**src/hdl/bsf16_pkg.sv**
```systemverilog
// Shared types and constants for the bit-serial Fletcher-16 framer.
package bsf16_pkg;

   // One classified input item as it travels from the front to the back.
   typedef struct packed {
      logic [7:0] data;
      logic       present;
      logic       eom;
   } item_type;

   localparam int QDEPTH = 4;
   localparam int QPTR_W = $clog2(QDEPTH);
   localparam int QCNT_W = $clog2(QDEPTH + 1);

   localparam logic [8:0] FL_MOD    = 9'd255;
   localparam logic [3:0] BYTE_LAST = 4'd7;
   localparam logic [3:0] TRL_LAST  = 4'd15;

endpackage

```
**src/hdl/bsf16_front.sv**
```systemverilog
// Input stage: register items, drop idle ones, hand the rest to the queue.
module bsf16_front (
   input  logic                clock,
   input  logic                reset,
   input  logic                req_valid,
   output logic                req_ready,
   input  logic [7:0]          req_data_byte,
   input  logic                req_byte_present,
   input  logic                req_end_of_message,
   output logic                push_valid,
   input  logic                push_ready,
   output bsf16_pkg::item_type push_item
);
   import bsf16_pkg::*;

   logic     vld_ff, vld_in;
   item_type item_ff, item_in;
   logic     accept;

   assign req_ready  = !vld_ff || push_ready;
   assign accept     = req_valid && req_ready;
   assign push_valid = vld_ff;
   assign push_item  = item_ff;

   always_comb begin
      vld_in  = vld_ff;
      item_in = item_ff;
      if (push_ready) begin
         vld_in = 1'b0;
      end
      if (accept) begin
         // drop items that carry neither a byte nor an end mark
         vld_in          = req_byte_present || req_end_of_message;
         item_in.data    = req_data_byte;
         item_in.present = req_byte_present;
         item_in.eom     = req_end_of_message;
      end
   end

   always_ff @(posedge clock) begin
      if (reset) begin
         vld_ff <= 1'b0;
      end else begin
         vld_ff <= vld_in;
      end
      item_ff <= item_in;
   end

endmodule

```
**src/hdl/bsf16_queue.sv**
```systemverilog
// Short FIFO of classified items between front and back.
module bsf16_queue (
   input  logic                clock,
   input  logic                reset,
   input  logic                push_valid,
   output logic                push_ready,
   input  bsf16_pkg::item_type push_item,
   output logic                pop_valid,
   input  logic                pop_ready,
   output bsf16_pkg::item_type pop_item
);
   import bsf16_pkg::*;

   item_type            mem_ff [QDEPTH];
   logic [QPTR_W-1:0]   wr_ff, wr_in;
   logic [QPTR_W-1:0]   rd_ff, rd_in;
   logic [QCNT_W-1:0]   cnt_ff, cnt_in;
   logic                do_push, do_pop;

   assign push_ready = (cnt_ff != QCNT_W'(QDEPTH));
   assign pop_valid  = (cnt_ff != '0);
   assign pop_item   = mem_ff[rd_ff];
   assign do_push    = push_valid && push_ready;
   assign do_pop     = pop_valid && pop_ready;

   always_comb begin
      wr_in  = do_push ? wr_ff + 1'b1 : wr_ff;
      rd_in  = do_pop ? rd_ff + 1'b1 : rd_ff;
      cnt_in = cnt_ff;
      if (do_push && !do_pop) begin
         cnt_in = cnt_ff + 1'b1;
      end else if (do_pop && !do_push) begin
         cnt_in = cnt_ff - 1'b1;
      end
   end

   always_ff @(posedge clock) begin
      if (reset) begin
         wr_ff  <= '0;
         rd_ff  <= '0;
         cnt_ff <= '0;
      end else begin
         wr_ff  <= wr_in;
         rd_ff  <= rd_in;
         cnt_ff <= cnt_in;
      end
      if (do_push) begin
         mem_ff[wr_ff] <= push_item;
      end
   end

endmodule

```
**src/hdl/bsf16_back.sv**
```systemverilog
// Serializer: shift out byte bits, fold them into the sums, append the trailer.
module bsf16_back (
   input  logic                clock,
   input  logic                reset,
   input  logic                pop_valid,
   output logic                pop_ready,
   input  bsf16_pkg::item_type pop_item,
   output logic                rsp_valid,
   input  logic                rsp_ready,
   output logic                rsp_out_bit,
   output logic                rsp_is_checksum_bit,
   output logic                rsp_last_in_run,
   output logic                rsp_end_of_frame
);
   import bsf16_pkg::*;

   localparam logic PH_BYTE = 1'b0;
   localparam logic PH_TRL  = 1'b1;

   logic        busy_ff, busy_in;
   logic        phase_ff, phase_in;
   logic        eom_ff, eom_in;
   logic [3:0]  cnt_ff, cnt_in;
   logic [15:0] sh_ff, sh_in;
   logic [7:0]  sf_ff, sf_in;
   logic [7:0]  ss_ff, ss_in;

   logic        vld_ff, vld_in;
   logic        bit_ff, bit_in;
   logic        chk_ff, chk_in;
   logic        last_ff, last_in;
   logic        eof_ff, eof_in;

   logic        adv, done, byte_last, trl_last, bit_w;
   logic [8:0]  f_add, s_add;
   logic [7:0]  f_upd, s_upd;

   assign rsp_valid           = vld_ff;
   assign rsp_out_bit         = bit_ff;
   assign rsp_is_checksum_bit = chk_ff;
   assign rsp_last_in_run     = last_ff;
   assign rsp_end_of_frame    = eof_ff;

   always_comb begin
      adv       = busy_ff && (!vld_ff || rsp_ready);
      bit_w     = sh_ff[15];
      byte_last = (phase_ff == PH_BYTE) && (cnt_ff == BYTE_LAST);
      trl_last  = (phase_ff == PH_TRL) && (cnt_ff == TRL_LAST);
      done      = (byte_last && !eom_ff) || trl_last;
      pop_ready = !busy_ff || (adv && done);

      // mod-255 updates: first sum never passes 255, second stays below 510
      f_add = {1'b0, sf_ff} + {8'd0, bit_w};
      f_upd = (f_add == FL_MOD) ? 8'd0 : f_add[7:0];
      s_add = {1'b0, ss_ff} + {1'b0, f_upd};
      s_upd = (s_add >= FL_MOD) ? 8'(s_add - FL_MOD) : s_add[7:0];

      busy_in  = busy_ff;
      phase_in = phase_ff;
      eom_in   = eom_ff;
      cnt_in   = cnt_ff;
      sh_in    = sh_ff;
      sf_in    = sf_ff;
      ss_in    = ss_ff;

      vld_in  = vld_ff && !rsp_ready;
      bit_in  = bit_ff;
      chk_in  = chk_ff;
      last_in = last_ff;
      eof_in  = eof_ff;

      if (adv) begin
         vld_in  = 1'b1;
         bit_in  = bit_w;
         chk_in  = (phase_ff == PH_TRL);
         last_in = done;
         eof_in  = trl_last;
         sh_in   = {sh_ff[14:0], 1'b0};
         cnt_in  = cnt_ff + 1'b1;
         if (phase_ff == PH_BYTE) begin
            sf_in = f_upd;
            ss_in = s_upd;
            if (byte_last) begin
               if (eom_ff) begin
                  phase_in = PH_TRL;
                  cnt_in   = 4'd0;
                  sh_in    = {f_upd, s_upd};
               end else begin
                  busy_in = 1'b0;
               end
            end
         end else if (trl_last) begin
            sf_in   = 8'd0;
            ss_in   = 8'd0;
            busy_in = 1'b0;
         end
      end

      if (pop_valid && pop_ready) begin
         busy_in = 1'b1;
         eom_in  = pop_item.eom;
         cnt_in  = 4'd0;
         if (pop_item.present) begin
            phase_in = PH_BYTE;
            sh_in    = {pop_item.data, 8'd0};
         end else begin
            // empty end item: trailer straight from the settled sums
            phase_in = PH_TRL;
            sh_in    = {sf_in, ss_in};
         end
      end
   end

   always_ff @(posedge clock) begin
      if (reset) begin
         busy_ff <= 1'b0;
         vld_ff  <= 1'b0;
         sf_ff   <= 8'd0;
         ss_ff   <= 8'd0;
      end else begin
         busy_ff <= busy_in;
         vld_ff  <= vld_in;
         sf_ff   <= sf_in;
         ss_ff   <= ss_in;
      end
      phase_ff <= phase_in;
      eom_ff   <= eom_in;
      cnt_ff   <= cnt_in;
      sh_ff    <= sh_in;
      bit_ff   <= bit_in;
      chk_ff   <= chk_in;
      last_ff  <= last_in;
      eof_ff   <= eof_in;
   end

endmodule

```
**src/hdl/bit_serial_fletcher16_framer_top.sv**
```systemverilog
// Top level of the bit-serial Fletcher-16 framer: front, item queue, serializer.
// Path: front register, queue memory, serializer shift register, then the registered rsp_ ports.
// Throughput: one bit per cycle from the serializer while rsp_ready is high; 8 bits
//   per byte item, 16 per empty end item, 24 per byte with end mark; idle items are dropped at the front.
// Reset: synchronous, active high; empties the queue and output, clears both sums.
module bit_serial_fletcher16_framer_top (
   input  logic       clock,
   input  logic       reset,
   input  logic       req_valid,
   output logic       req_ready,
   input  logic [7:0] req_data_byte,
   input  logic       req_byte_present,
   input  logic       req_end_of_message,
   output logic       rsp_valid,
   input  logic       rsp_ready,
   output logic       rsp_out_bit,
   output logic       rsp_is_checksum_bit,
   output logic       rsp_last_in_run,
   output logic       rsp_end_of_frame
);
   import bsf16_pkg::*;

   // front -> queue
   logic     push_valid, push_ready;
   item_type push_item;
   // queue -> serializer
   logic     pop_valid, pop_ready;
   item_type pop_item;

   // Register each item, drop idle ones, forward the rest.
   bsf16_front u_front (
      .clock              (clock),
      .reset              (reset),
      .req_valid          (req_valid),
      .req_ready          (req_ready),
      .req_data_byte      (req_data_byte),
      .req_byte_present   (req_byte_present),
      .req_end_of_message (req_end_of_message),
      .push_valid         (push_valid),
      .push_ready         (push_ready),
      .push_item          (push_item)
   );

   // Buffer items so the front keeps accepting while a byte is being shifted out.
   bsf16_queue u_queue (
      .clock      (clock),
      .reset      (reset),
      .push_valid (push_valid),
      .push_ready (push_ready),
      .push_item  (push_item),
      .pop_valid  (pop_valid),
      .pop_ready  (pop_ready),
      .pop_item   (pop_item)
   );

   // Shift bits out MSB first, advance the sums, append the 16-bit trailer.
   // The next item is taken in the cycle the current one emits its last bit.
   bsf16_back u_back (
      .clock               (clock),
      .reset               (reset),
      .pop_valid           (pop_valid),
      .pop_ready           (pop_ready),
      .pop_item            (pop_item),
      .rsp_valid           (rsp_valid),
      .rsp_ready           (rsp_ready),
      .rsp_out_bit         (rsp_out_bit),
      .rsp_is_checksum_bit (rsp_is_checksum_bit),
      .rsp_last_in_run     (rsp_last_in_run),
      .rsp_end_of_frame    (rsp_end_of_frame)
   );

endmodule
```
**config.mk**
```make
export PLATFORM = sky130hd
export DESIGN_NAME = bit_serial_fletcher16_framer_top
export DESIGN_NICKNAME = d
export VERILOG_FILES = /design/src/hdl/bsf16_pkg.sv /design/src/hdl/bsf16_front.sv /design/src/hdl/bsf16_queue.sv /design/src/hdl/bsf16_back.sv /design/src/hdl/bit_serial_fletcher16_framer_top.sv
export SDC_FILE = /design/constraint.sdc
export NUM_CORES = 1
export LEC_CHECK = 0
export BUFFER_PORTS_ARGS = -buffer_cell sky130_fd_sc_hd__buf_2
export CAP_MARGIN = 25
export CORE_MARGIN = 4
export CORE_UTILIZATION = 27
export DETAILED_ROUTE_END_ITERATION = 8
export PLACE_DENSITY_LB_ADDON = 0.05
export SYNTH_ARGS = -nofsm -noshare
export SYNTH_HDL_FRONTEND = slang
export SYNTH_HIERARCHICAL = 1
export SYNTH_SLANG_ARGS = --single-unit
export TNS_END_PERCENT = 50
```
**constraint.sdc**
```tcl
create_clock -name clock -period 4.7 [get_ports clock]
set_input_delay 0.94 -clock clock [delete_from_list [all_inputs] [get_ports clock]]
set_output_delay 0.94 -clock clock [all_outputs]
set_load 0.02 [all_outputs]
```
==> Word-level counts from Yosys, hierarchy flattened <==
Memories as Yosys holds them, arrays and structs flattened. A register that Yosys moved wholly into a read port is not among the register bits.
Cells that the tools add are included.
{ "op_classes": {"bitwise": 1, "muxes": 38, "addsub": 8, "n_eq_ne": 6, "order_cmp": 1, "n_reduce_logical": 29} }
{ "ops": {"columns": ["op", "n"], "rows": [
  ["two-way mux 16 bit", 6],
  ["two-way mux 8 bit", 8],
  ["two-way mux 1 bit", 17],
  ["two-way mux 4 bit", 3],
  ["logical AND 1 bit", 11],
  ["adder 8 x 1 -> 9 bit", 1],
  ["adder 8 x 8 -> 9 bit", 1],
  ["equality test 9 x 8 -> 1 bit (second input constant)", 1],
  [">= comparator 9 x 8 -> 1 bit (second input constant)", 1],
  ["subtractor 8 bit (second input constant)", 1],
  ["logical NOT 1 bit", 7],
  ["two-way mux 3 bit", 2],
  ["inequality test 3 bit (second input constant)", 2],
  ["nonzero test 2 bit", 3],
  ["nonzero test 3 bit", 2],
  ["logical OR 1 bit", 5],
  ["adder 2 x 1 -> 2 bit (second input constant)", 2],
  ["adder 4 x 1 -> 4 bit (second input constant)", 1],
  ["equality test 4 x 3 -> 1 bit (second input constant)", 1],
  ["equality test 4 bit (second input constant)", 1],
  ["two-way mux 2 bit", 2],
  ["AND reduction 4 bit", 1],
  ["adder 3 x 1 -> 3 bit (second input constant)", 1],
  ["inequality test 3 x 2 -> 1 bit (second input constant)", 1],
  ["2 further kinds", 2]
]} }
{ "word_totals": {"ram_bits": 40, "n_memories": 1, "in_bits": 14, "wordCells": 103, "reg_bits": 62} }
{ "memory_table": {"columns": ["memory", "words", "word_bits", "read_ports", "rd_clocked_by_memory_dff", "wr", "line_no", "source"], "rows": [
  ["u_queue.mem_ff", 4, 10, 1, 1, 1, "bsf16_queue.sv:14", "item_type mem_ff [QDEPTH];"]
]} }

==> Depth between registers and ports, before layout <==
{ "depth": {"word_depth": 11, "depth_mapped": 18, "depth_no_buf": 16} }

==> Hierarchy <==
Netlist, hierarchy kept.
{ "modules_own_cells": {"columns": ["mod", "instances", "area_per_inst_um2", "seq_area_each_um2", "cells_each"], "rows": [
  ["bsf16_back", 1, 2803.9, 1101.1, 324],
  ["bsf16_queue", 1, 1928.1, 1381.3, 100],
  ["bsf16_front", 1, 352.8, 320.3, 15]
]} }

==> Worst setup path after synthesis <==
No wires, ideal clock.
{ "synth_path": {"path_type": "flip-flop to flip-flop", "start": "reg u_back.sh_ff[15]", "end": "reg u_back.sh_ff[4] (data pin)", "setup_ns": 0.259, "t_arrival_ns": 3.812, "setup_slack_ns": 0.629, "stages_incl_launch_ff": 17, "n_path_buf": 1, "path_cell_list": "edfxtp_1 -> ha_1 -> nand4_1 -> nor2_1 -> xnor2_1 -> nor4_1 -> buf_2 -> nor2b_1 -> ha_1 -> fa_1 -> xnor2_1 -> or3_4 -> nor3_4 -> and3_4 -> nor3_2 -> o31a_1 -> a211o_1"} }
{ "synth_via": {"elab_chain_len": 11, "elab_cells_between_ends": 15} }
{ "synth_lines": {"columns": ["item", "line_no", "source"], "rows": [
  ["from (decl)", "bsf16_back.sv:24", "logic [15:0] sh_ff, sh_in;"],
  ["from (signal assigned)", "bsf16_back.sv:129", "sh_ff <= sh_in;"],
  ["adder 8 x 1 -> 9 bit *", "bsf16_back.sv:53", "f_add = {1'b0, sf_ff} + {8'd0, bit_w};"],
  ["equality test 9 x 8 -> 1 bit", "bsf16_back.sv:54", "f_upd = (f_add == FL_MOD) ? 8'd0 : f_add[7:0];"],
  ["two-way mux 8 bit *", "bsf16_back.sv:54", null],
  ["adder 8 x 8 -> 9 bit *", "bsf16_back.sv:55", "s_add = {1'b0, ss_ff} + {1'b0, f_upd};"],
  ["subtractor 8 bit or >= comparator 9 x 8 -> 1 bit (tied branches)", "bsf16_back.sv:56", "s_upd = (s_add >= FL_MOD) ? 8'(s_add - FL_MOD) : s_add[7:0];"],
  ["two-way mux 8 bit *", "bsf16_back.sv:56", null],
  ["two-way mux 16 bit", "bsf16_back.sv:84", "if (eom_ff) begin"],
  ["two-way mux 16 bit", "bsf16_back.sv:83", "if (byte_last) begin"],
  ["two-way mux 16 bit", "bsf16_back.sv:80", "if (phase_ff == PH_BYTE) begin"],
  ["two-way mux 16 bit", "bsf16_back.sv:72", "if (adv) begin"],
  ["two-way mux 16 bit *", "bsf16_back.sv:99", "if (pop_valid && pop_ready) begin"],
  ["net u_back.sh_in[4]", "bsf16_back.sv:24", null]
]} }
Mark *: on every way through the listed nets, which the timed path passes. The rest lies on a longest branch. The select of a mux whose other input is x is not followed.
A chain may end at the register's enable or synchronous reset.

==> Worst setup path after layout <==
{ "layout_path": {"start": "reg u_back.sf_ff[0]", "end": "reg u_back.sh_ff[3] (data pin)"} }
{ "layout_via": {"elab_chain_len": 11, "elab_cells_between_ends": 15} }
{ "layout_lines": {"columns": ["item", "line_no", "source"], "rows": [
  ["from (decl)", "bsf16_back.sv:25", "logic [7:0] sf_ff, sf_in;"],
  ["from (signal assigned)", "bsf16_back.sv:123", "sf_ff <= sf_in;"],
  ["adder 8 x 1 -> 9 bit *", "bsf16_back.sv:53", null],
  ["equality test 9 x 8 -> 1 bit", "bsf16_back.sv:54", null],
  ["two-way mux 8 bit *", "bsf16_back.sv:54", null],
  ["adder 8 x 8 -> 9 bit *", "bsf16_back.sv:55", null],
  ["subtractor 8 bit or >= comparator 9 x 8 -> 1 bit (tied branches)", "bsf16_back.sv:56", null],
  ["two-way mux 8 bit *", "bsf16_back.sv:56", null],
  ["two-way mux 16 bit", "bsf16_back.sv:84", null],
  ["two-way mux 16 bit", "bsf16_back.sv:83", null],
  ["two-way mux 16 bit", "bsf16_back.sv:80", null],
  ["two-way mux 16 bit", "bsf16_back.sv:72", null],
  ["two-way mux 16 bit *", "bsf16_back.sv:99", null],
  ["net u_back.sh_in[3]", "bsf16_back.sv:24", null]
]} }
Marks and branches as above.

==> out/metrics.cfg <==
[run_status]
outcome = finished, final reports clean

[layout]
antenna_cells = 0
final_common_cell = edfxtp_1
drive_gt1_share_pct = 15.09
syn_to_final_growth_pct = 13.53
utilization_pct = 31.60
nets = 492
layout_common_cells = 72 x edfxtp_1, 58 x nor2_1, 38 x nand2_1, 32 x dfxtp_1, 24 x a21oi_1

[floorplanning]
dieArea_um2 = 21090
pin_count = 20
core_um2 = 18270
die_h_um = 145.2
start_util_pct = 27.83
row_count = 49
die-width_um = 145.2

[clock_tree]
holdBufCountCts = 0
clkSinkCount = 104
htree_levels = 3
clockBufferDepth = 2
insertion_delay_ns = 0.35
clk_pin_slew_ns = 0.07
cts_root_buf = clkbuf_16
cts_buffers = 9
cts_tree = done
post_cts_buffers = 0
cts.repair.resized = 0

[timing]
final.setup.worst_slack_ns = 0.4173
finalSetupViolCount = 0
hold_viol_final = 0
max_slew_margin_pct = 39.86
rsz0062_at_grt = false
hold_ws_ns = 0.4876
slew_violations = 0
period_share_pct = 91.12
post-route-min-period_ns = 4.283
worst-slew-pin-transition_ns = 0.8999
clock.fmax_ghz = 0.2335
clock_skew_ns = 0.006698
fin_setup_tns_ns = 0

[hold_path]
hp-start = u_back/cnt_ff[1]
hp-class = flop to flop

[worst_setup_path]
critPathBufInv = 2
crit_chain = ha_1, nand4_1, nor2_1, xnor2_1, nor4_1, buf_4, nor2_1, ha_1, a21o_1, a21oi_1, a21oi_1, a211o_1, buf_4, o31ai_1, a32oi_1, o21ai_1
cp_slowest_cell = o31ai_1
r2r_setup_slack_ns = 0.42
r2r-end = u_back/sh_ff[3]
crit_type = flop to flop
cpLargestDelayFamily = compound AO/OA/AOI/OAI gates
required_ns = 4.91
end_kind = flop
crit_fanout = 10
crit_path_start = u_back/sf_ff[0]
arrival_ns = 4.49
reg2reg_depth = 16
r2r_start = u_back/sf_ff[0]
slowest_delay_ns = 0.53
setup.worst_path.end = u_back/sh_ff[3]
startpoint_type = flop
cp.depth = 16

[yosys]
ys_async_sr_fraction_pct = 0
synth-edff-count = 72
synthCells = 439
synth_top_area_cell = edfxtp_1
syn-mean-instance-area_um2 = 11.58
synth_top_area_share_pct = 42.52
yosysWarnings = 6
synth_area_leaders = edfxtp_1 43%, dfxtp_1 13%, mux4_2 4.4%
synth_seq_area_share_pct = 55.12
synth_area_um2 = 5085
synth_cell_types = 69
synth_nets = 472
ys_ff_latch = 104
synth_ff_type = edfxtp_1

[global_route]
antenna_found_initial = 0
grt_pass1_wl_um = 20280
grt_pass1_vias = 3393
grt_start_max_net_pins = 30
grt_overflow = 0
grt_usage_pct = 12.36

[routing]
ant_nets = 0
drc_errors = 0
totalWireLength_um = 12700
vias = 3471
initialDrtViolationCount = 256
wl_per_cell_um = 18.32
dr.pass1.iters = 5
vias_per_cell = 5.009

[placed_design]
port_buffers = 19
gp_congestion = 0.8057
dpl.hpwl_um = 8955
place_ws_ns = 0.4698

[pwr]
vdd_ir_drop_max_v = 0.0002013
leakagePower_uw = 0.002071
p_per_area_nw_per_um2 = 536.9

[flow_run]
maxCapViolCount = 0

power by group:
part / internal, uW / switching, uW / total [uW]
Clock: 475 / 351 / 826
Sequential: 1220 / 131 / 1350
Combinational: 342 / 586 / 927
state kept, by name, summed over array words and instances (netlist names), 2 cells and up, named ones only:
register and cells:
u_queue/wr_ff 2, u_queue/mem_ff 40, u_queue/cnt_ff 3, u_back/sf_ff 8, u_back/ss_ff 8, u_back/cnt_ff 4
u_front/push_item 10, u_queue/rd_ff 2, u_back/sh_ff 16
how the worst min path moves through the flow:
| stage | endpoint | slack (ns) | cells after the start |
|---|---|---|---|
| floorplan | u_back/rsp_is_checksum_bit | 0.42 | 0 |
| global placement | u_back/cnt_ff[1] | 0.47 | 2 |
| detailed placement | u_back/cnt_ff[1] | 0.48 | 2 |
| CTS | u_back/cnt_ff[1] | 0.49 | 2 |
| global route | u_queue/mem_ff[0][7] | 0.53 | 0 |
| finish | u_back/cnt_ff[1] | 0.49 | 2 |
cell families (layout without fill, tap and decap cells):
family | count (synthesis) | after routing | synth area share, %
AO/OA/AOI/OAI | 99 | 99 | 13.68
XOR/XNOR | 17 | 17 | 3.076
adder cells (fa/ha/maj) | 19 | 19 | 4.970
buffers and inverters | 29 | 54 | 2.362
flip-flops | 104 | 104 | 55.12
multiplexers | 16 | 16 | 5.733
AND/OR/NAND/NOR | 155 | 155 | 15.06
synth_stat cells, types with 8 or more instances:
master and number:
mux4_2 10, a21oi_1 24, and2_1 9, inv_1 11, nor2_1 58, nand2_1 38
xor2_1 8, clkbuf_1 12, a22oi_1 12, ha_1 17, xnor2_1 8, edfxtp_1 72
dfxtp_1 32, o21ai_0 14
per-stage QoR:
stage,total power (uW),cells,instance area [um2]
6_report,3100,693,5773
5_1_grt,3310,693,5773
4_1_cts,3163,693,5773
3_5_place_dp,2313,677,5444
3_3_place_gp,2319,677,5444
2_1_floorplan,1984,439,5085
per-layer routing:
metal  up-vias  wire length (um)  track usage (%)  share of wire [%]
met1      1709              5726            15.44                 45
met2        57              6389            21.34                 50
met4         0               195            3.181                1.5
li1       1692                 -                -                  -
met5         -                 0                0                  0
met3        13               387            3.243                3.0
cell type report:
class	instances	area (um2)
fillers	1844	12500
flip-flops and latches	104	2803
multi-input cells	306	2162
well taps	229	286.5
clock buffers	9	225.2
repair buffers	26	147.6
clock inverters	7	103.9
inverters	12	45.04
tightest hold or removal path, delay by kind of cell (launching register included):
family / cells / cell delay (ns)
DFF: 1 / 0.33
and+or+nand+nor: 1 / 0.06
AOI/OAI and AO/OA: 1 / 0.05
Power figures use the tool's default switching activity.
